## config.mk

```make
export PLATFORM = sky130hd
export DESIGN_NAME = pcsg_ctrl
export DESIGN_NICKNAME = d
export VERILOG_FILES = /design/src/hw/rtl/pcsg_pkg.sv /design/src/hw/rtl/pcsg_ctrl.sv
export VERILOG_INCLUDE_DIRS = /design/src /design/src/hw/rtl
export SDC_FILE = /design/constraint.sdc
export NUM_CORES = 1
export LEC_CHECK = 0
export BUFFER_PORTS_ARGS = -buffer_cell sky130_fd_sc_hd__buf_2
export CAP_MARGIN = 5
export CORE_AREA = 4 4 41 43
export DETAILED_ROUTE_END_ITERATION = 8
export DIE_AREA = 0 0 45 47
export PLACE_DENSITY_LB_ADDON = 0.15
export SKIP_LAST_GASP = 1
export SYNTH_ARGS = -nofsm -noshare
export SYNTH_HDL_FRONTEND = slang
export SYNTH_SLANG_ARGS = --single-unit
```

## constraint.sdc

```tcl
create_clock -name clk -period 1.09 [get_ports clk]
set_input_delay 0.1635 -clock clk [delete_from_list [all_inputs] [get_ports clk]]
set_output_delay 0.1635 -clock clk [all_outputs]
set_load 0.01 [all_outputs]
```

## src/hw/rtl/assert_macros.svh

```systemverilog
// Assertion macros shared by the pulse capture RTL.
// Each macro expects clk and rst_n in scope at the point of use.
`ifndef ASSERT_MACROS_SVH
`define ASSERT_MACROS_SVH

// Same-cycle implication, checked out of reset.
`define PCSG_ASSERT_IMP(lbl, ante, cons, msg) \
  lbl: assert property (@(posedge clk) disable iff (!rst_n) (ante) |-> (cons)) \
    else $error(msg);

// Next-cycle implication, checked out of reset.
`define PCSG_ASSERT_NXT(lbl, ante, cons, msg) \
  lbl: assert property (@(posedge clk) disable iff (!rst_n) (ante) |=> (cons)) \
    else $error(msg);

`endif

```

## src/hw/rtl/pcsg_pkg.sv

```systemverilog
// Shared types, constants and codes for the pulse capture storm guard.
// No dependencies; imported by pcsg_ctrl, pcsg_dp and the top level (pcsg_ram does not use it).
`default_nettype none

package pcsg_pkg;

  localparam int unsigned RING_DEPTH       = 64;
  localparam int unsigned CYCLES_PER_MICRO = 100;

  localparam int unsigned RING_IDX_W = $clog2(RING_DEPTH);
  localparam int unsigned STAMP_W    = 32;
  localparam int unsigned BURST_W    = 16;
  localparam int unsigned WINDOW_W   = 20;
  localparam int unsigned COOL_W     = 27;
  localparam int unsigned CFG_W      = 27;

  // Reciprocal for the divide by CYCLES_PER_MICRO: q = (x * M) >> S, exact for 32-bit x.
  localparam int unsigned DIV_SHIFT  = 32 + $clog2(CYCLES_PER_MICRO);
  localparam int unsigned MAGIC_W    = 33;
  localparam logic [63:0] DIV_MAGIC_FULL =
    ((64'd1 << DIV_SHIFT) + 64'(CYCLES_PER_MICRO) - 64'd1) / 64'(CYCLES_PER_MICRO);
  localparam logic [MAGIC_W-1:0] DIV_MAGIC = DIV_MAGIC_FULL[MAGIC_W-1:0];
  localparam int unsigned PROD_W     = DIV_SHIFT + STAMP_W;

  localparam logic                RST_ENABLE   = 1'b1;
  localparam logic [BURST_W-1:0]  RST_BURST    = 16'd200;
  localparam logic [WINDOW_W-1:0] RST_WINDOW   = 20'd10000;
  localparam logic [COOL_W-1:0]   RST_COOLDOWN = 27'd1000000;

  typedef enum logic {
    CMD_EDGE   = 1'b0,
    CMD_UPDATE = 1'b1
  } cmd_t;

  typedef enum logic [1:0] {
    CFG_ENABLE   = 2'd0,
    CFG_BURST    = 2'd1,
    CFG_WINDOW   = 2'd2,
    CFG_COOLDOWN = 2'd3
  } cfg_idx_t;

  typedef enum logic [2:0] {
    ST_IDLE,
    ST_EDGE_MUL,
    ST_EDGE_WR,
    ST_UPD_ARM,
    ST_DR_RD,
    ST_DR_DAT
  } state_t;

  typedef struct packed {
    logic edge_start;
    logic edge_mul;
    logic edge_commit;
    logic upd_start;
    logic arm;
    logic rd_issue;
    logic word_take;
  } ctrl_t;

  typedef struct packed {
    logic masked;
    logic enable;
    logic ring_empty;
    logic holding;
    logic out_free;
  } stat_t;

endpackage

`default_nettype wire

```

## src/hw/rtl/pcsg_ctrl.sv

```systemverilog
// Sequencer for edge capture, re-arm and ring drain.
// Depends on pcsg_pkg and assert_macros.svh; drives pcsg_dp through ctrl_t.
`default_nettype none
`include "assert_macros.svh"

module pcsg_ctrl (
  input  wire logic            clk,
  input  wire logic            rst_n,
  input  wire logic            in_valid,
  input  wire logic            in_cmd,
  output      logic            in_stall,
  input  wire pcsg_pkg::stat_t sts,
  output      pcsg_pkg::ctrl_t cmd
);

  import pcsg_pkg::*;

  state_t state_r;
  state_t state_nxt;

  always_ff @(posedge clk) begin
    if (!rst_n) begin
      state_r <= ST_IDLE;
    end else begin
      state_r <= state_nxt;
    end
  end

  always_comb begin
    state_nxt = state_r;
    cmd       = '0;
    in_stall  = 1'b1;
    unique case (state_r)
      ST_IDLE: begin
        in_stall = 1'b0;
        if (in_valid) begin
          // masked edges and disabled updates leave everything untouched
          if (in_cmd == CMD_EDGE) begin
            if (!sts.masked) begin
              cmd.edge_start = 1'b1;
              state_nxt      = ST_EDGE_MUL;
            end
          end else if (sts.enable) begin
            cmd.upd_start = 1'b1;
            state_nxt     = ST_UPD_ARM;
          end
        end
      end
      ST_EDGE_MUL: begin
        cmd.edge_mul = 1'b1;
        state_nxt    = ST_EDGE_WR;
      end
      ST_EDGE_WR: begin
        cmd.edge_commit = 1'b1;
        state_nxt       = ST_IDLE;
      end
      ST_UPD_ARM: begin
        cmd.arm   = 1'b1;
        state_nxt = ST_DR_RD;
      end
      ST_DR_RD: begin
        if (sts.ring_empty) begin
          state_nxt = ST_IDLE;
        end else begin
          cmd.rd_issue = 1'b1;
          state_nxt    = ST_DR_DAT;
        end
      end
      ST_DR_DAT: begin
        // a completed pair must wait for a free output register
        if (!sts.holding || sts.out_free) begin
          cmd.word_take = 1'b1;
          state_nxt     = ST_DR_RD;
        end
      end
      default: begin
        state_nxt = ST_IDLE;
      end
    endcase
  end

  `PCSG_ASSERT_NXT(a_pair_waits,
    state_r == ST_DR_DAT && sts.holding && !sts.out_free,
    state_r == ST_DR_DAT,
    "drain moved on while a pair had nowhere to go")
  `PCSG_ASSERT_IMP(a_read_not_empty,
    cmd.rd_issue,
    !sts.ring_empty,
    "ring read issued with the ring empty")

endmodule

`default_nettype wire

```

==> key figures <==
Outcome
  – Status: finished with violations
  – Failing checks: negative setup slack

Yosys
  – Largest family of logic cells by synthesized area: simple AND/OR/NAND/NOR gates
  – Yosys top cell area share: 27.0%
  – Post-synth top area cell: dfxtp_1
  – Register area share after synthesis: 27.0%
  – Syn Nets: 39
  – Synth Area in Compound Gates: 22.5%
  – Simple-gate share of the synthesized area: 43.8%
  – Synthesized instance count: 30
  – Mapped cell area: 223 sq um
  – Yosys reg bits: 3
  – Synth cell types: 17
  – Synth top area cells: dfxtp_1, nor2_1, nor3_1
  – Synthesized-area fraction occupied by adder cells: 0%
  – Mux cell area share after synthesis: 0%
  – Avg Cell Area, Syn: 7.42 sq um
  – Post-Synth XOR/XNOR Area: 0%
  – Yosys warns: 0

Power and ir drop
  – Worst ir drop on vdd: 340 uV
  – Leak pwr: 0.201 nW
  – Pwr Density: 1030 mW/mm^2
  – Final total power: 0.000417 W

Worst setup path
  – Worst Path Required: 0.93 ns
  – CP max-delay cell: dfxtp_4
  – Worst r2r src: state_r[1]
  – CP max FO: 7
  – Max incr delay on CP: 0.36 ns
  – Crit-path leading delay family: flip-flops
  – WP buf/inv: 1
  – CP Launch Type: flop
  – WP data arrival: 1.02 ns
  – Worst-path cell chain: nor2_4 -> and4_1 -> buf_2
  – Worst Setup SP: state_r[1]
  – Kind of critical path: flop to output pin
  – CP Capture Type: output pin

GRT
  – Grt total ovfl: 0
  – Global-route wire length before repair: 1100 um
  – Initial antenna violation count: 0
  – Largest net degree at the start of global routing: 8
  – GRT Total Usage: 7.34%
  – Vias in the first global route: 295

Drt
  – First drt pass iteration count: 3
  – Via-per-instance ratio: 4.41
  – Starting DRT DRC Count: 1
  – Total wire length: 672 um
  – DRC violations left: 0
  – Post-detailed-route wirelength per cell: 10.2 um
  – ANT nets after route: 0
  – Vias post-DR: 291

Layout
  – Share of cells above drive strength 1: 64.7%
  – Area growth syn-to-layout: 80.9%
  – Nets: 61
  – Post-Layout Cell Count: 66
  – Largest regs: state_r: 3 flops
  – Utilization after layout: 31.0%
  – Top reg by flops: state_r
  – Largest register FFs: 3
  – Diodes inserted: 0

CTS
  – Total CTS buffers: 3
  – CTS tree: built
  – H-tree depth: 1
  – # clock sinks: 3
  – Worst-Skew Late Latency: 0.23 ns
  – Root Driver: clkbuf_4
  – Maximum root-to-sink buffer count: 2
  – Clk pin slew, worst setup/hold paths: 0.04 ns

Placement
  – Input/output buffers: 16
  – Dpl hpwl: 503 um
  – Inst Count DP: 61
  – GP Congestion: 0.632

Die
  – Rows: 13
  – # IOs: 17
  – Placeable Area: 0.00130 sq mm
  – Die height: 47 um
  – Die ar.: 0.00212 sq mm
  – Initial Utilization: 17.1%
  – Die Wd: 45 um

Timing
  – Hold Vio Cnt, Final: 0
  – RSZ-0062 raised after global routing: true
  – Final setup margin: -0.0898 ns
  – Slew margin rel.: 85.5%
  – Final setup fails: 6
  – Tmin final: 1.18 ns
  – Clock skew: 0.000116 ns
  – Worst slew pin tran: 0.217 ns
  – Fmax achieved: 848 MHz
  – Final max-slew violation count: 0
  – Final period util: 108%

Hold path
  – Hold WC Path Type: primary input to flop
  – Worst hold start: rst_n

Run
  – Max-cap check violation count: 0
## stage by stage
| step | hold WS [ns] | area [sq um] | setup TNS, ns | setup slack [ns] |
|---|---|---|---|---|
| after detailed placement | 0.427 | 318 | 0 | 0.0530 |
| after global routing | 0.168 | 403 | -0.825 | -0.146 |
| after global placement | 0.428 | 318 | 0 | 0.0670 |
| final | 0.167 | 403 | -0.349 | -0.0898 |
| after floorplan | 0.280 | 223 | 0 | 0.0700 |
| after CTS | 0.169 | 393 | -0.473 | -0.103 |
## layer usage
layer	share of wire, %	GRT usage, %
met1	40	8.62
met2	49	11.0
met3	8.2	2.68
met4	1.6	5.26
met5	0	0
## synth_stat cells (all sizes together)
cell type	instances
nor2	5
nand2	4
dfxtp	3
nor3	3
a21oi	2
nand2b	2
a221oi	1
and2	1
and2b	1
and4	1
buf	1
inv	1
nor2b	1
nor3b	1
o211ai	1
o21a	1
o21ba	1
## repair_timing
action / in CTS / in global routing
buffers inserted: 1 / 0
resized for setup: 12 / 3
endpoints found under the setup margin: 8 / 8
hold buffers: 0 / 0
pin swaps: 3 / 3
## final timing paths
check / cells after the start / slack, ns / to
min: 3 / 0.17 / state_r[1]
max reg2reg: 4 / 0.15 / state_r[2]
min reg2reg: 2 / 0.55 / state_r[1]
max: 3 / -0.09 / cmd[6]
## where the power goes
part | switching (W) | internal, W | total, W
sequential | 0.0000131 | 0.000114 | 0.000127
combinational | 0.0000461 | 0.0000485 | 0.0000946
clock | 0.0000579 | 0.000137 | 0.000195
## final cells by class
class                   instances  area, sq um
fillers                       151          898
multi-input cells              25          185
repair buffers                 18         95.1
flip-flops and latches          3         71.3
clock buffers                   4         26.3
well taps                      15         18.8
inverters                       1         6.26
## cells by family after synthesis
group / count (synthesis)
AOI/OAI and AO/OA: 6
buffers and inverters: 2
DFF: 3
and+or+nand+nor: 19
## worst register-to-register path, delay by kind of cell (launching register included)
kind                   cells  cell delay, ns
AOI/OAI and AO/OA          1            0.16
and+or+nand+nor            2            0.18
buffers and inverters      1            0.10
DFF                        1            0.38
## cells in the final DEF, fill, tap and decap left out, drive strengths merged
master | Yosys | layout
inv | 1 | 1
and2b | 1 | 1
nand2b | 2 | 2
dfxtp | 3 | 3
clkbuf | 0 | 4
nor2b | 1 | 1
and4 | 1 | 1
nor3 | 3 | 3
and2 | 1 | 1
nor2 | 5 | 5
buf | 1 | 18
a221oi | 1 | 1
a21oi | 2 | 2
nand2 | 4 | 4
o21ba | 1 | 1
o21a | 1 | 1
nor3b | 1 | 1
o211ai | 1 | 1
(Power assumes the default switching activity.)
